[src/rtl/dnsqp_pkg.sv]
package dnsqp_pkg;

	// result kinds
	localparam logic KIND_NAME    = 1'b0;
	localparam logic KIND_VERDICT = 1'b1;

	// verdict codes
	localparam logic [1:0] VERDICT_OK        = 2'd0;
	localparam logic [1:0] VERDICT_NOT_QUERY = 2'd1;
	localparam logic [1:0] VERDICT_BAD_NAME  = 2'd2;

	// frame offsets of the fields that get checked or captured
	localparam logic [15:0] ETH_TYPE_POS   = 16'd13;
	localparam logic [15:0] IP_PROTO_POS   = 16'd23;
	localparam logic [15:0] UDP_DPORT_POS  = 16'd37;
	localparam logic [15:0] TXN_ID_POS     = 16'd43;
	localparam logic [15:0] DNS_FLAGS_POS  = 16'd44;
	localparam logic [15:0] QUESTION_START = 16'd54;
	localparam logic [15:0] POS_MAX        = 16'hFFFF;

	localparam logic [15:0] ETHERTYPE_IPV4   = 16'h0800;
	localparam logic [7:0]  IP_PROTO_UDP     = 8'd17;
	localparam logic [15:0] DNS_PORT_DEFAULT = 16'd53;

	// type and class bytes after the name terminator
	localparam logic [2:0] TAIL_BYTES = 3'd4;
	localparam logic [8:0] QUERY_OVERHEAD = 9'd5;

	// output queue
	localparam int FIFO_DEPTH = 4;
	localparam int FIFO_AW    = 2;
	localparam logic [FIFO_AW:0] FIFO_ROOM_NEEDED = 3'd2;

	typedef struct packed {
		logic        kind;
		logic [7:0]  name_char;
		logic [7:0]  name_pos;
		logic [1:0]  verdict;
		logic [8:0]  question_len;
		logic [15:0] rec_type;
		logic [15:0] record_class;
		logic [15:0] query_id;
		logic        end_of_frame;
	} res_t;

	// results produced by one frame byte, in order
	typedef struct packed {
		logic [1:0] n;
		res_t       first;
		res_t       second;
	} push_t;

endpackage

[src/rtl/dnsqp_in_if.sv]
interface dnsqp_in_if;
	logic       valid;
	logic       ready;
	logic [7:0] frame_byte;
	logic       frame_last;

	modport source (output valid, output frame_byte, output frame_last, input ready);
	modport sink (input valid, input frame_byte, input frame_last, output ready);
endinterface

[src/rtl/dnsqp_out_if.sv]
interface dnsqp_out_if;
	logic        valid;
	logic        ready;
	logic        kind;
	logic [7:0]  name_char;
	logic [7:0]  name_pos;
	logic [1:0]  verdict;
	logic [8:0]  question_len;
	logic [15:0] rec_type;
	logic [15:0] record_class;
	logic [15:0] query_id;
	logic        end_of_frame;

	modport source (
		output valid, output kind, output name_char, output name_pos, output verdict,
		output question_len, output rec_type, output record_class,
		output query_id, output end_of_frame, input ready
	);
	modport sink (
		input valid, input kind, input name_char, input name_pos, input verdict,
		input question_len, input rec_type, input record_class,
		input query_id, input end_of_frame, output ready
	);
endinterface

[src/rtl/dnsqp_parse.sv]
module dnsqp_parse #(
	parameter int NAME_LIMIT = 255
) (
	input  logic              clk,
	input  logic              arst_n,
	input  logic              valid_s1,
	input  logic [7:0]        data_s1,
	input  logic              last_s1,
	input  logic [15:0]       dns_port,
	output dnsqp_pkg::push_t  push
);
	import dnsqp_pkg::*;

	localparam logic [8:0] LIMIT = 9'(NAME_LIMIT);

	logic [15:0] pos_q, pos_n;
	logic        failed_q, failed_n;
	logic [7:0]  prev_q;
	logic [8:0]  count_q, count_n;
	logic        done_q, done_n;
	logic [2:0]  tail_q, tail_n;
	logic [31:0] tc_q, tc_n;
	logic [15:0] txn_q, txn_n;
	logic [15:0] hdr16;
	logic        name_hit;
	res_t        name_res, verdict_res;

	always_comb begin
		hdr16 = {prev_q, data_s1};
		failed_n = failed_q
			| ((pos_q == ETH_TYPE_POS) && (hdr16 != ETHERTYPE_IPV4))
			| ((pos_q == IP_PROTO_POS) && (data_s1 != IP_PROTO_UDP))
			| ((pos_q == UDP_DPORT_POS) && (hdr16 != dns_port))
			| ((pos_q == DNS_FLAGS_POS) && (data_s1[7:3] != 5'd0));
		txn_n = (pos_q == TXN_ID_POS) ? hdr16 : txn_q;

		name_hit = 1'b0;
		count_n  = count_q;
		done_n   = done_q;
		tail_n   = tail_q;
		tc_n     = tc_q;
		if ((pos_q >= QUESTION_START) && !failed_n) begin
			if (!done_q) begin
				if (data_s1 == 8'd0) begin
					done_n = 1'b1;
				end else begin
					name_hit = 1'b1;
					count_n  = count_q + 9'd1;
					if (count_n >= LIMIT) begin
						done_n = 1'b1;
					end
				end
			end else if ((count_q < LIMIT) && (tail_q < TAIL_BYTES)) begin
				tc_n   = {tc_q[23:0], data_s1};
				tail_n = tail_q + 3'd1;
			end
		end

		pos_n = (pos_q != POS_MAX) ? pos_q + 16'd1 : pos_q;

		name_res           = '0;
		name_res.kind      = KIND_NAME;
		name_res.name_char = data_s1;
		name_res.name_pos  = count_q[7:0];

		verdict_res              = '0;
		verdict_res.kind         = KIND_VERDICT;
		verdict_res.end_of_frame = 1'b1;
		if (failed_n || (pos_q < QUESTION_START - 16'd1)) begin
			verdict_res.verdict = VERDICT_NOT_QUERY;
		end else if (!done_n || (count_n >= LIMIT)) begin
			verdict_res.verdict  = VERDICT_BAD_NAME;
			verdict_res.query_id = txn_n;
		end else begin
			verdict_res.verdict      = VERDICT_OK;
			verdict_res.question_len = count_n + QUERY_OVERHEAD;
			verdict_res.query_id     = txn_n;
			if (tail_n == TAIL_BYTES) begin
				verdict_res.rec_type     = tc_n[31:16];
				verdict_res.record_class = tc_n[15:0];
			end
		end

		push = '0;
		if (valid_s1) begin
			if (name_hit) begin
				push.first = name_res;
				if (last_s1) begin
					push.second = verdict_res;
					push.n      = 2'd2;
				end else begin
					push.n = 2'd1;
				end
			end else if (last_s1) begin
				push.first = verdict_res;
				push.n     = 2'd1;
			end
		end
	end

	always_ff @(posedge clk or negedge arst_n) begin
		if (!arst_n) begin
			pos_q    <= '0;
			failed_q <= 1'b0;
			prev_q   <= '0;
			count_q  <= '0;
			done_q   <= 1'b0;
			tail_q   <= '0;
			tc_q     <= '0;
			txn_q    <= '0;
		end else if (valid_s1) begin
			if (last_s1) begin
				pos_q    <= '0;
				failed_q <= 1'b0;
				prev_q   <= '0;
				count_q  <= '0;
				done_q   <= 1'b0;
				tail_q   <= '0;
				tc_q     <= '0;
				txn_q    <= '0;
			end else begin
				pos_q    <= pos_n;
				failed_q <= failed_n;
				prev_q   <= data_s1;
				count_q  <= count_n;
				done_q   <= done_n;
				tail_q   <= tail_n;
				tc_q     <= tc_n;
				txn_q    <= txn_n;
			end
		end
	end

endmodule

[src/rtl/dnsqp_fifo.sv]
module dnsqp_fifo (
	input  logic                              clk,
	input  logic                              arst_n,
	input  dnsqp_pkg::push_t                  push,
	input  logic                              pop_ready,
	output logic                              head_valid,
	output dnsqp_pkg::res_t                   head,
	output logic [dnsqp_pkg::FIFO_AW:0]       level
);
	import dnsqp_pkg::*;

	res_t               mem_q [FIFO_DEPTH];
	logic [FIFO_AW-1:0] wr_ptr_q, rd_ptr_q;
	logic [FIFO_AW:0]   level_q;
	logic               pop;

	assign head_valid = (level_q != '0);
	assign head       = mem_q[rd_ptr_q];
	assign level      = level_q;
	assign pop        = head_valid && pop_ready;

	always_ff @(posedge clk) begin
		if (push.n != 2'd0) begin
			mem_q[wr_ptr_q] <= push.first;
		end
		if (push.n == 2'd2) begin
			mem_q[wr_ptr_q + FIFO_AW'(1)] <= push.second;
		end
	end

	always_ff @(posedge clk or negedge arst_n) begin
		if (!arst_n) begin
			wr_ptr_q <= '0;
			rd_ptr_q <= '0;
			level_q  <= '0;
		end else begin
			wr_ptr_q <= wr_ptr_q + FIFO_AW'(push.n);
			if (pop) begin
				rd_ptr_q <= rd_ptr_q + FIFO_AW'(1);
			end
			level_q <= level_q + (FIFO_AW + 1)'(push.n) - (FIFO_AW + 1)'(pop);
		end
	end

endmodule

[src/rtl/dns_query_frame_parser_core.sv]
// dns query frame parser
// frame: one ethernet frame byte per transaction (frame_byte, frame_last on the
//   final byte); valid/ready handshake, a byte may be taken every cycle
// result: name byte transactions (kind 0) for each question name byte, then one
//   verdict transaction (kind 1, end_of_frame 1) per frame
// dns_port_we / dns_port_wdata: write the udp destination port, change it only
//   while no frame is in flight
// latency: a byte taken at edge k is parsed during the next cycle and its
//   results are offered on result from the cycle after edge k+1
// throughput: one byte per cycle; a byte that ends the name and the frame at
//   once makes two results, which drain from a four-entry result queue
// reset: parse state cleared, queue emptied, dns_port back to 53
// a stalled result channel fills the queue; frame.ready drops while the queue
//   cannot take the two results a byte may cause, so nothing is lost
module dns_query_frame_parser_core #(
	parameter int NAME_LIMIT = 255
) (
	input  logic        clk,
	input  logic        arst_n,
	dnsqp_in_if.sink    frame,
	dnsqp_out_if.source result,
	input  logic        dns_port_we,
	input  logic [15:0] dns_port_wdata
);
	import dnsqp_pkg::*;

	// configured query port
	logic [15:0] dns_port_q;

	// input register stage
	logic        valid_s1;
	logic [7:0]  data_s1;
	logic        last_s1;

	push_t             push;
	res_t              head;
	logic              head_valid;
	logic [FIFO_AW:0]  level;
	logic [FIFO_AW:0]  committed;

	always_ff @(posedge clk or negedge arst_n) begin
		if (!arst_n) begin
			dns_port_q <= DNS_PORT_DEFAULT;
		end else if (dns_port_we) begin
			dns_port_q <= dns_port_wdata;
		end
	end

	// entries held plus those the byte in stage one writes this cycle;
	// a new byte needs room for two more next cycle
	assign committed   = level + (FIFO_AW + 1)'(push.n);
	assign frame.ready = (committed <= (FIFO_AW + 1)'(FIFO_DEPTH) - FIFO_ROOM_NEEDED);

	always_ff @(posedge clk or negedge arst_n) begin
		if (!arst_n) begin
			valid_s1 <= 1'b0;
		end else begin
			valid_s1 <= frame.valid && frame.ready;
		end
	end

	// payload of stage one needs no reset
	always_ff @(posedge clk) begin
		if (frame.valid && frame.ready) begin
			data_s1 <= frame.frame_byte;
			last_s1 <= frame.frame_last;
		end
	end

	// field checks, name extraction and verdict for the byte in stage one
	dnsqp_parse #(
		.NAME_LIMIT(NAME_LIMIT)
	) u_parse (
		.clk      (clk),
		.arst_n   (arst_n),
		.valid_s1 (valid_s1),
		.data_s1  (data_s1),
		.last_s1  (last_s1),
		.dns_port (dns_port_q),
		.push     (push)
	);

	// result queue, decouples a stalled receiver from the byte stream
	dnsqp_fifo u_fifo (
		.clk        (clk),
		.arst_n     (arst_n),
		.push       (push),
		.pop_ready  (result.ready),
		.head_valid (head_valid),
		.head       (head),
		.level      (level)
	);

	assign result.valid        = head_valid;
	assign result.kind         = head.kind;
	assign result.name_char    = head.name_char;
	assign result.name_pos     = head.name_pos;
	assign result.verdict      = head.verdict;
	assign result.question_len = head.question_len;
	assign result.rec_type     = head.rec_type;
	assign result.record_class = head.record_class;
	assign result.query_id     = head.query_id;
	assign result.end_of_frame = head.end_of_frame;

endmodule

[src/flat_wrapper.sv]
// flat-port wrapper written by rule: the top's interface ports become plain ports
module dns_query_frame_parser_core_flat import dnsqp_pkg::*;
#(
	parameter int NAME_LIMIT = 255
)
  (clk, arst_n, dns_port_we, dns_port_wdata, frame_valid, frame_frame_byte, frame_frame_last, frame_ready, result_valid, result_kind, result_name_char, result_name_pos, result_verdict, result_question_len, result_rec_type, result_record_class, result_query_id, result_end_of_frame, result_ready);
  dnsqp_in_if frame_i ();
  dnsqp_out_if result_i ();
  input  logic clk;
  input  logic arst_n;
  input  logic dns_port_we;
  input  logic [15:0] dns_port_wdata;
  input wire logic [$bits(frame_i.valid)-1:0] frame_valid;
  input wire logic [$bits(frame_i.frame_byte)-1:0] frame_frame_byte;
  input wire logic [$bits(frame_i.frame_last)-1:0] frame_frame_last;
  output wire logic [$bits(frame_i.ready)-1:0] frame_ready;
  output wire logic [$bits(result_i.valid)-1:0] result_valid;
  output wire logic [$bits(result_i.kind)-1:0] result_kind;
  output wire logic [$bits(result_i.name_char)-1:0] result_name_char;
  output wire logic [$bits(result_i.name_pos)-1:0] result_name_pos;
  output wire logic [$bits(result_i.verdict)-1:0] result_verdict;
  output wire logic [$bits(result_i.question_len)-1:0] result_question_len;
  output wire logic [$bits(result_i.rec_type)-1:0] result_rec_type;
  output wire logic [$bits(result_i.record_class)-1:0] result_record_class;
  output wire logic [$bits(result_i.query_id)-1:0] result_query_id;
  output wire logic [$bits(result_i.end_of_frame)-1:0] result_end_of_frame;
  input wire logic [$bits(result_i.ready)-1:0] result_ready;
  assign frame_i.valid = frame_valid;
  assign frame_i.frame_byte = frame_frame_byte;
  assign frame_i.frame_last = frame_frame_last;
  assign frame_ready = frame_i.ready;
  assign result_valid = result_i.valid;
  assign result_kind = result_i.kind;
  assign result_name_char = result_i.name_char;
  assign result_name_pos = result_i.name_pos;
  assign result_verdict = result_i.verdict;
  assign result_question_len = result_i.question_len;
  assign result_rec_type = result_i.rec_type;
  assign result_record_class = result_i.record_class;
  assign result_query_id = result_i.query_id;
  assign result_end_of_frame = result_i.end_of_frame;
  assign result_i.ready = result_ready;
  dns_query_frame_parser_core #(.NAME_LIMIT(NAME_LIMIT)) u_core (.clk(clk), .arst_n(arst_n), .frame(frame_i), .result(result_i), .dns_port_we(dns_port_we), .dns_port_wdata(dns_port_wdata));
endmodule
[config.mk]
export PLATFORM = sky130hd
export DESIGN_NAME = dns_query_frame_parser_core_flat
export DESIGN_NICKNAME = d
export VERILOG_FILES = /design/src/rtl/dnsqp_pkg.sv /design/src/rtl/dnsqp_in_if.sv /design/src/rtl/dnsqp_out_if.sv /design/src/rtl/dnsqp_parse.sv /design/src/rtl/dnsqp_fifo.sv /design/src/rtl/dns_query_frame_parser_core.sv /design/src/flat_wrapper.sv
export SDC_FILE = /design/constraint.sdc
export NUM_CORES = 1
export LEC_CHECK = 0
export ABC_AREA = 1
export ABC_CLOCK_PERIOD_IN_PS = 7800
export BUFFER_PORTS_ARGS = -buffer_cell sky130_fd_sc_hd__clkbuf_2
export CELL_PAD_IN_SITES_DETAIL_PLACEMENT = 0
export CELL_PAD_IN_SITES_GLOBAL_PLACEMENT = 2
export CORE_MARGIN = 5
export CORE_UTILIZATION = 41
export CTS_CLUSTER_DIAMETER = 40
export DETAILED_ROUTE_END_ITERATION = 10
export PLACE_DENSITY_LB_ADDON = 0.3
export REMOVE_ABC_BUFFERS = 1
export SLEW_MARGIN = 20
export SYNTH_ARGS = -nofsm -noshare
export SYNTH_HDL_FRONTEND = slang
export SYNTH_SLANG_ARGS = --single-unit
[constraint.sdc]
create_clock -name clk -period 7.8 [get_ports clk]
set_clock_uncertainty 0.05 [all_clocks]
set_input_delay 0 -clock clk [delete_from_list [all_inputs] [get_ports clk]]
set_output_delay 0 -clock clk [all_outputs]
set_load 0.01 [all_outputs]
==> metrics.md, run 1 <==
| Metric | Value |
|---|---|
| Mapped Area | 21900 um^2 |
| GR Overflow Total | 0 |
| Fin nets | 2665 |
| Max FO, Critical Path | 44 |
| FF+latch count, synth | 423 |
| Slew HR | 0.287 |
| Die W | 241 um |
| Full die area | 58200 um^2 |
| Post-synth top area share | 0.341 |
| Startpoint types | register |
| Die Height | 241 um |
| Worst path required time | 8.02 ns |
| Placer Congestion | 0.852 |
| Ports | 109 |
| First-pass GRT wire length | 110 mm |
| Worst-Margin Slew | 1.07 ns |
| Sequential fraction of the synthesis area | 0.526 |
| Setup violators final | 0 |
| Antenna Cells | 0 |
| Fin. max-slew vios | 0 |
| Layout cells sized above 1 | 0.134 |
| H-tree depth | 3 |
| Core footprint | 52800 um^2 |
| Largest net degree at the start of global routing | 121 |
| DRT antenna net count | 0 |
| Tcrit/Tclk final | 0.623 |
| Tmin final | 4.86 ns |
| P_leak | 10.6 nW |
| Cell variety after synth | 43 |
| Run status | finished clean |
| Ys flop type | edfxtp_1 |
| Clk Latency, worst-skew pair | 0.63 ns |
| Clock Root Buffer | clkbuf_16 |
| Post-CTS Setup Repair Bufs | 0 |
| # DRC | 0 |
| Total Routing Usage GR | 0.239 |
| Asr flop ratio synth | 0.260 |
| Critical Path AT | 5.08 ns |
| Area delta synth->final | 18.6% |
| Setup Crit Path Kind | register to register |
| Max_cap viols | 0 |
| CTS tree | yes |
| Row count | 84 |
| Syn_area_per_cell | 8.62 um^2 |
| Achievable frequency | 0.206 GHz |
| Starting Density | 0.415 |
| CTS-repair resized insts | 0 |
| Yosys top cell by area | edfxtp_1 |
| EDFF count, synth | 249 |
| Hpwl dp | 41.6 mm |
| Initial DRC Count | 1924 |
| Clock sinks | 423 |
| Critical path endpoint category | register |
| Hold crit path type | input port to register |
| Area contributors post-synth | edfxtp_1 34%, dfrtp_1 12%, nand2_1 7.5% |
| Maximum vdd drop | 173 uV |
| Longest Clk Path Bufs | 3 |
| Yosys warning total | 0 |
| Clock-pin slew on the worst setup and hold paths | 0.05 ns |
| Vias/cell | 5.70 |
| Pwr/cell area | 320 nW/um^2 |
| RSZ-0062 raised after global routing | false |
| Antenna violations before repair | 0 |
| DR WL/cell | 20.7 um |
| Vias | 19.2k |
| Vias in the first global route | 18.5k |
| Power Total | 8.32 mW |
| Synth Instances | 2543 |
| Hold Vio Cnt, Final | 0 |
| Setup TNS | 0 ns |
| Final WL | 69.8 mm |
| Cts hold-fix bufs | 59 |
| I/O Buffers | 108 |
| Filler Cell Count | 4944 |
| Drt pass-1 iters | 6 |
| Total CTS buffers | 78 |
-- layout make-up --
| type | instances | area [um^2] | area share |
|---|---|---|---|
| multi-input cells | 1751 | 8850 | 0.340 |
| well taps | 688 | 861 | 0.0331 |
| flip-flops and latches | 423 | 11500 | 0.443 |
| repair buffers | 203 | 1460 | 0.0563 |
| inverters | 163 | 616 | 0.0237 |
| clock inverters | 55 | 644 | 0.0248 |
| clock buffers | 90 | 2040 | 0.0784 |
-- flip-flops by register name, summed over array words and instances, names as in the netlist --
signal and cells:
u_core.u_parse.prev_q 8, u_core.dns_port_q 16, u_core.u_parse.tc_q 32, u_core.data_s1 8, u_core.u_parse.txn_q 16, u_core.u_parse.count_q 9
u_core.u_fifo.mem_q 304, u_core.u_parse.pos_q 16, u_core.last_s1 1, u_core.u_fifo.level 3, u_core.u_parse.tail_q 3, u_core.u_parse.done_q 1
u_core.valid_s1 1, u_core.u_fifo.wr_ptr_q 2, u_core.u_fifo.rd_ptr_q 2, u_core.u_parse.failed_q 1
-- cell usage after synthesis (2+ instances only) --
cell	instances
xor2_1	11
dfstp_2	4
clkinv_1	4
buf_4	10
inv_1	149
ha_1	14
nor2_1	288
clkbuf_1	147
buf_6	22
nand3b_1	4
nand4_1	153
nor3_2	35
dfrtp_1	106
o21ai_1	20
nor2_4	3
buf_2	15
nand2_2	8
edfxtp_1	249
and2_1	2
and3_1	2
nand2_1	437
inv_2	10
o22ai_1	208
nor3_1	15
nor2_2	3
nand3_4	2
nand3_1	235
buf_1	11
nor2_8	2
o21ai_0	288
dfxtp_1	64
a21oi_1	11
-- routing by layer --
layer,wire [um],GRT usage,part of all wire
met2,32400,0.380,0.46
met5,0,0,0
met1,31600,0.344,0.45
met3,4520,0.0395,0.065
met4,1270,0.0604,0.018
-- layout by cell type (no fill, tap or decap), drive strengths merged, types with 16 or more instances in the layout --
master / count
nand3: 237
nand2: 446
o21ai: 309
inv: 163
dfxtp: 64
buf: 38
nor3: 50
dfrtp: 106
edfxtp: 249
dlygate4sd3: 58
clkbuf: 197
nor2: 296
o22ai: 208
clkinvlp: 16
clkinv: 32
nand4: 153
-- critical path: stages (launching register included) --
cell and delay, ns:
edfxtp_1 0.51, nor2_2 0.18, nand2_1 0.13, nor2_2 0.17, nand2_1 0.07, nand2_1 0.07
nand2_2 0.08, nor2_8 0.15, nand3_4 0.18, nor2_4 0.23, inv_2 0.08, ha_1 0.28
nor2_1 0.08, nor2_1 0.10, inv_1 0.16, nor3_4 0.14, buf_4 0.50, clkinv_1 0.16
buf_4 0.31, nand2_2 0.44, buf_12 0.37
-- cells by family after synthesis --
| kind of cell | Yosys count | share of synthesized area |
|---|---|---|
| xor+xnor | 12 | 0.00480 |
| flops | 423 | 0.526 |
| compound gates | 532 | 0.134 |
| simple gates | 1192 | 0.253 |
| fa+ha+maj | 15 | 0.00891 |
| buf+inv | 369 | 0.0738 |
-- report_power, final --
group | leakage [nW] | internal, mW | switching, mW
clock | 1.26 | 2.15 | 1.27
sequential | 4.62 | 2.51 | 0.180
combinational | 4.70 | 0.632 | 1.58
total | 10.6 | 5.29 | 3.03
-- path summary, 6_finish.rpt --
check,from,end,slack (ns),cells after the start
setup / recovery,u_core.data_s1[6],u_core.u_fifo.mem_q[0][38],2.94,20
hold reg to reg,u_core.u_fifo.mem_q[2][71],u_core.u_fifo.mem_q[2][71],0.43,2
setup reg to reg,u_core.data_s1[6],u_core.u_fifo.mem_q[0][38],2.94,20
max in group asynchronous,arst_n,u_core.u_fifo.rd_ptr_q[0],6.31,4
min in group asynchronous,arst_n,u_core.dns_port_q[0],0.43,3
hold / removal,dns_port_we,u_core.dns_port_q[6],0.03,2
-- stage by stage --
stage	cell area, um^2	setup WS [ns]	hold WS (ns)	utilization	cells
4_1_cts	26000	2.90	0.0281	0.492	3373
6_report	26000	2.94	0.0331	0.493	3373
3_3_place_gp	22700	3.08	0.0196	0.430	3169
5_1_grt	26000	2.52	0.0478	0.493	3373
2_1_floorplan	20900	0.0809	-0.346	-	2337
3_5_place_dp	22700	2.93	0.0242	0.430	3169
Power figures use the tool's default switching activity.
==> inputs of run 2 (changes only) <==
Settings changed: ABC_CLOCK_PERIOD_IN_PS 7800 to 4250, CORE_UTILIZATION 41 to 35.
Clock period 7.8 ns to 4.25 ns, I/O delays scaled along.
==> metrics.md, run 2 (same netlist as run 1, synthesis figures left out) <==
| Metric | Value |
|---|---|
| Clk Latency, worst-skew pair | 0.62 ns |
| DRT antenna net count | 0 |
| CTS tree | yes |
| Crit path cell chain | nor2_1 > nand3_1 > nor2_2 > nand2_1 > nand2_1 > nand2_2 > nor2_8 > nand3_4 > nor2_4 > inv_2 > ha_1 > nor2_2 > ha_1 > fa_1 > a21oi_1 > buf_4 > clkbuf_2 |
| DR WL/cell | 21.0 um |
| Largest net degree at the start of global routing | 100 |
| Post-route cell area | 26500 um^2 |
| Ports | 109 |
| Clock-pin slew on the worst setup and hold paths | 0.05 ns |
| Register-to-Register Setup Slack | 0.31 ns |
| Final WL | 74.2 mm |
| Final core utilization | 0.428 |
| Top delay family on crit path | simple AND/OR/NAND/NOR gates |
| P_leak | 10.8 nW |
| Met2 Use GR | 0.348 |
| Power Total | 15.7 mW |
| Tmin final | 3.98 ns |
| GR Overflow Total | 0 |
| Hpwl dp | 42.8 mm |
| Core footprint | 61800 um^2 |
| Critical Path AT | 3.93 ns |
| Reg with most FFs | u_core.u_fifo.mem_q |
| Antenna violations before repair | 2 |
| GR Util met1 | 0.293 |
| Pwr/cell area | 592 nW/um^2 |
| WHS | 0.00100 ns |
| Area delta synth->final | 20.8% |
| Die Height | 260 um |
| GRT busiest layer | met2 |
| Hold crit path type | input port to register |
| Total Routing Usage GR | 0.216 |
| Max FO, Critical Path | 9 |
| Worst-Margin Slew | 1.09 ns |
| Setup violators final | 0 |
| Setup Crit Path Kind | register to output pin |
| Vias | 19.4k |
| Max reg flops | 304 |
| Biggest registers after layout | u_core.u_fifo.mem_q x304, u_core.u_parse.tc_q x32 |
| Full die area | 67700 um^2 |
| Slew HR | 0.270 |
| Max_cap viols | 0 |
| Critical path endpoint category | output pin |
| Drt pass-1 iters | 6 |
| Run status | finished clean |
| Die W | 260 um |
| Met3 Usage GRT | 0.0417 |
| Initial DRC Count | 1585 |
| Clock sinks | 423 |
| Placer Congestion | 0.857 |
| Starting Density | 0.354 |
| First-pass GRT wire length | 114 mm |
| Total CTS buffers | 79 |
| Vias/cell | 5.48 |
| I/O Buffers | 108 |
| # DRC | 0 |
| Critical path's slowest cell | edfxtp_1 |
| Row count | 91 |
| Leading cell type in the layout, fill and taps excluded | nand2_1 |
| Startpoint types | register |
| Setup WS post-layout | 0.268 ns |
| Dpl cells | 3349 |
| Maximum vdd drop | 379 uV |
| Fin. max-slew vios | 0 |
| Hold Vio Cnt, Final | 0 |
| RSZ-0062 raised after global routing | false |
| Vias in the first global route | 18.9k |
| Max stage delay on crit path | 0.45 ns |
| Worst Path Buf+Inv | 3 |
| Non-Filler Instances | 3540 |
| Area after DPL | 23300 um^2 |
| Tcrit/Tclk final | 0.937 |
| Achievable frequency | 0.251 GHz |
| Layout cells sized above 1 | 0.146 |
| Most frequent cells in the layout | 432 x nand2_1, 288 x o21ai_0, 286 x nor2_1, 249 x edfxtp_1, 235 x nand3_1 |
| Place WS | 0.213 ns |
| Longest Clk Path Bufs | 3 |
| H-tree depth | 3 |
| Setup TNS | 0 ns |
| Clock Root Buffer | clkbuf_16 |
| Worst path required time | 4.20 ns |
| Fin nets | 2682 |
==> run 2: changes by cell type in the layout (fill, tap and decap cells not counted), sizes merged, moves of 2 or more <==
cell / before / now
buf: 38 / 71
clkbuf: 197 / 201
clkinvlp: 16 / 8
bufinv: 7 / 9
dlygate4sd3: 58 / 41
inv: 163 / 168
clkinv: 32 / 30
==> run 2: path summary, 6_finish.rpt <==
kind,from,end,depth (start not counted)
setup reg to reg,u_core.data_s1[5],u_core.data_s1[3],16
hold reg to reg,u_core.u_fifo.mem_q[1][68],u_core.u_fifo.mem_q[1][68],2
hold / removal,dns_port_we,u_core.dns_port_q[1],3
max in group asynchronous,arst_n,u_core.u_parse.prev_q[6],4
setup / recovery,u_core.data_s1[5],frame_ready,17
min in group asynchronous,arst_n,u_core.u_fifo.rd_ptr_q[0],4
==> run 2: per-layer routing <==
| layer | wire [um] | up-vias |
|---|---|---|
| met5 | 13 | - |
| met4 | 2000 | 2 |
| met3 | 5170 | 114 |
| met2 | 34300 | 687 |
| met1 | 32700 | 9363 |
| li1 | - | 9218 |
==> run 2: repair_timing <==
item                                    in CTS  in global routing
endpoints found under the setup margin       0                 10
setup buffers                                0                  2
hold endpoints to repair                    93                  0
gates resized for setup                      0                  1
hold buffers                                42                  0
==> run 2: cell type report <==
type / instances / area (um^2)
multi-input combinational: 1751 / 8850
sequential: 423 / 11500
antenna: 1 / 2.50
tap: 837 / 1050
fill: 6057 / 35400
timing repair buffer: 219 / 1700
clock inverter: 52 / 608
clock buffer: 94 / 2130
inverter: 163 / 617
==> run 2: power breakdown <==
| group | total, mW | internal [mW] | switching (mW) |
|---|---|---|---|
| clock | 6.43 | 4.16 | 2.27 |
| sequential | 4.87 | 4.60 | 0.262 |
| combinational | 4.38 | 1.25 | 3.12 |
| total | 15.7 | 10.0 | 5.65 |
==> run 2: worst register-to-register path, stage by stage (launching register included) <==
cell      delay (ns)
edfxtp_1        0.45
nor2_1          0.16
nand3_1         0.16
nor2_2          0.17
nand2_1         0.08
nand2_1         0.08
nand2_2         0.08
nor2_8          0.16
nand3_4         0.10
nor2_4          0.18
inv_2           0.07
ha_1            0.28
nor2_2          0.22
ha_1            0.21
fa_1            0.44
a21oi_1         0.20
and2_1          0.49
==> inputs of run 3 (changes only) <==
Settings changed: RECOVER_POWER set to 50.
==> metrics.md, run 3 (same netlist as run 1, synthesis figures left out) <==
| Metric | Value |
|---|---|
| Final core utilization | 0.424 |
| Setup violators final | 0 |
| Area occupied by multi-input gates | 8790 um^2 |
| Pwr/cell area | 592 nW/um^2 |
| Tcrit/Tclk final | 0.935 |
| Int Pwr | 9.89 mW |
| I/O Buffers | 108 |
| Critical path endpoint category | output pin |
| Most frequent cells in the layout | 434 x nand2_1, 288 x o21ai_0, 286 x nor2_1, 249 x edfxtp_1, 236 x nand3_1 |
| Max reg flops | 304 |
| Clock power frac | 0.415 |
| Clock sinks | 423 |
| Place WS | 0.213 ns |
| Slew HR | -0.681 |
| Flop pwr share | 0.313 |
| Biggest registers after layout | u_core.u_fifo.mem_q x304, u_core.u_parse.tc_q x32 |
| CTS tree | yes |
| Hold crit path type | input port to register |
| Power Total | 15.5 mW |
| # DRC | 0 |
| Layout cells sized above 1 | 0.112 |
| DRT antenna net count | 0 |
| Post-route cell area | 26200 um^2 |
| Vias/cell | 5.47 |
| Setup WS post-layout | 0.278 ns |
| Antenna violations before repair | 2 |
| Failing checks | hold timing, capacitance limit, slew limit |
| DR WL/cell | 21.0 um |
| Area delta synth->final | 19.7% |
| Row count | 91 |
| Clk Latency, worst-skew pair | 0.62 ns |
| Hpwl dp | 42.8 mm |
| Critical Path AT | 3.92 ns |
| Vias | 19.4k |
| P_leak | 10.5 nW |
| Starting Density | 0.354 |
| Sw Pwr | 5.63 mW |
| Vias in the first global route | 18.9k |
| Core footprint | 61800 um^2 |
| GR Overflow Total | 0 |
| Worst Hold Path Cells | 3 |
| Comb pwr share | 0.273 |
| Register area | 11500 um^2 |
| Clock Root Buffer | clkbuf_16 |
| Startpoint types | register |
| Fin nets | 2682 |
| Initial DRC Count | 1776 |
| Full die area | 67700 um^2 |
| Die Height | 260 um |
| Max FO, Critical Path | 9 |
| Fin. max-slew vios | 273 |
| Maximum vdd drop | 389 uV |
| Tmin final | 3.97 ns |
| Drt pass-1 iters | 6 |
| Worst path required time | 4.20 ns |
| Setup Crit Path Kind | register to output pin |
| Filler Cell Count | 6109 |
| Longest Clk Path Bufs | 3 |
| Largest net degree at the start of global routing | 100 |
| Ports | 109 |
| Clock-pin slew on the worst setup and hold paths | 0.05 ns |
| Run status | finished with violations |
| Achievable frequency | 0.252 GHz |
| Placer Congestion | 0.857 |
| Worst Reg-to-Reg Cells | 16 |
| Total CTS buffers | 79 |
| Total Routing Usage GR | 0.216 |
| Max_cap viols | 5 |
| RSZ-0062 raised after global routing | false |
| Final WL | 74.3 mm |
| H-tree depth | 3 |
| Leading cell type in the layout, fill and taps excluded | nand2_1 |
| Sw Ratio | 0.363 |
| Die W | 260 um |
| Hold Vio Cnt, Final | 2 |
| WHS | -0.00707 ns |
| Worst-Margin Slew | 2.52 ns |
| Reg with most FFs | u_core.u_fifo.mem_q |
| Area after DPL | 23300 um^2 |
| First-pass GRT wire length | 114 mm |
[run 3: final cells by class]
class | count | share of cell area
flip-flops and latches | 423 | 0.439
multi-input cells | 1751 | 0.335
clock buffers | 94 | 0.0810
repair buffers | 219 | 0.0581
well taps | 837 | 0.0399
inverters | 163 | 0.0234
clock inverters | 52 | 0.0232
diodes | 1 | 0.0000954
[run 3: worst max-delay path, cell delays in order, from the launching register on]
cell and delay, ns:
edfxtp_1 0.51, nor2_1 0.14, nand2_1 0.11, nor2_2 0.17
nand2_1 0.08, nand2_1 0.08, nand2_2 0.08, nor2_8 0.16
nand3_4 0.09, nor2_4 0.18, inv_2 0.07, ha_1 0.28
nor2_2 0.21, ha_1 0.21, fa_1 0.44, a21oi_1 0.20
buf_4 0.15, clkbuf_2 0.12
[run 3: what timing repair did]
action | 4_1_cts | 5_1_grt
hold buffers | 42 | 0
resized for setup | 0 | 1
hold endpoints to repair | 93 | 0
endpoints found under the setup margin | 0 | 10
setup buffers | 0 | 2
[run 3: through the flow]
step	instances	TNS (ns)	hold WS, ns
floorplan	2337	-1580.23	-0.346
global placement	3349	0	0.00621
detailed placement	3349	0	0.00417
CTS	3537	0	0.000719
global route	3539	0	0.0409
finish	3540	0	-0.00707
[run 3: final timing paths]
kind	from	slack, ns	to
min in group asynchronous	arst_n	1.38	u_core.u_parse.pos_q[8]
max	u_core.data_s1[2]	0.28	frame_ready
min	dns_port_we	-0.007	u_core.dns_port_q[1]
max in group asynchronous	arst_n	0.86	u_core.u_fifo.rd_ptr_q[0]
min reg2reg	u_core.u_fifo.mem_q[1][68]	0.42	u_core.u_fifo.mem_q[1][68]
max reg2reg	u_core.data_s1[5]	0.33	u_core.u_fifo.mem_q[0][44]
[run 3: power groups by stage]
| stage | logic (mW) | registers, mW | clock network [mW] |
|---|---|---|---|
| 2_1_floorplan | 2.14 | 5.03 | 0 |
| 3_3_place_gp | 4.34 | 4.93 | 0 |
| 3_5_place_dp | 4.37 | 4.94 | 0 |
| 4_1_cts | 4.42 | 4.87 | 6.54 |
| 5_1_grt | 4.66 | 4.88 | 6.75 |
| 6_report | 4.23 | 4.85 | 6.43 |
[run 3: per-layer routing]
layer	wire length (um)	track usage
met3	5160	0.0417
met1	32700	0.293
met5	13	0
met4	2000	0.0721
met2	34400	0.348
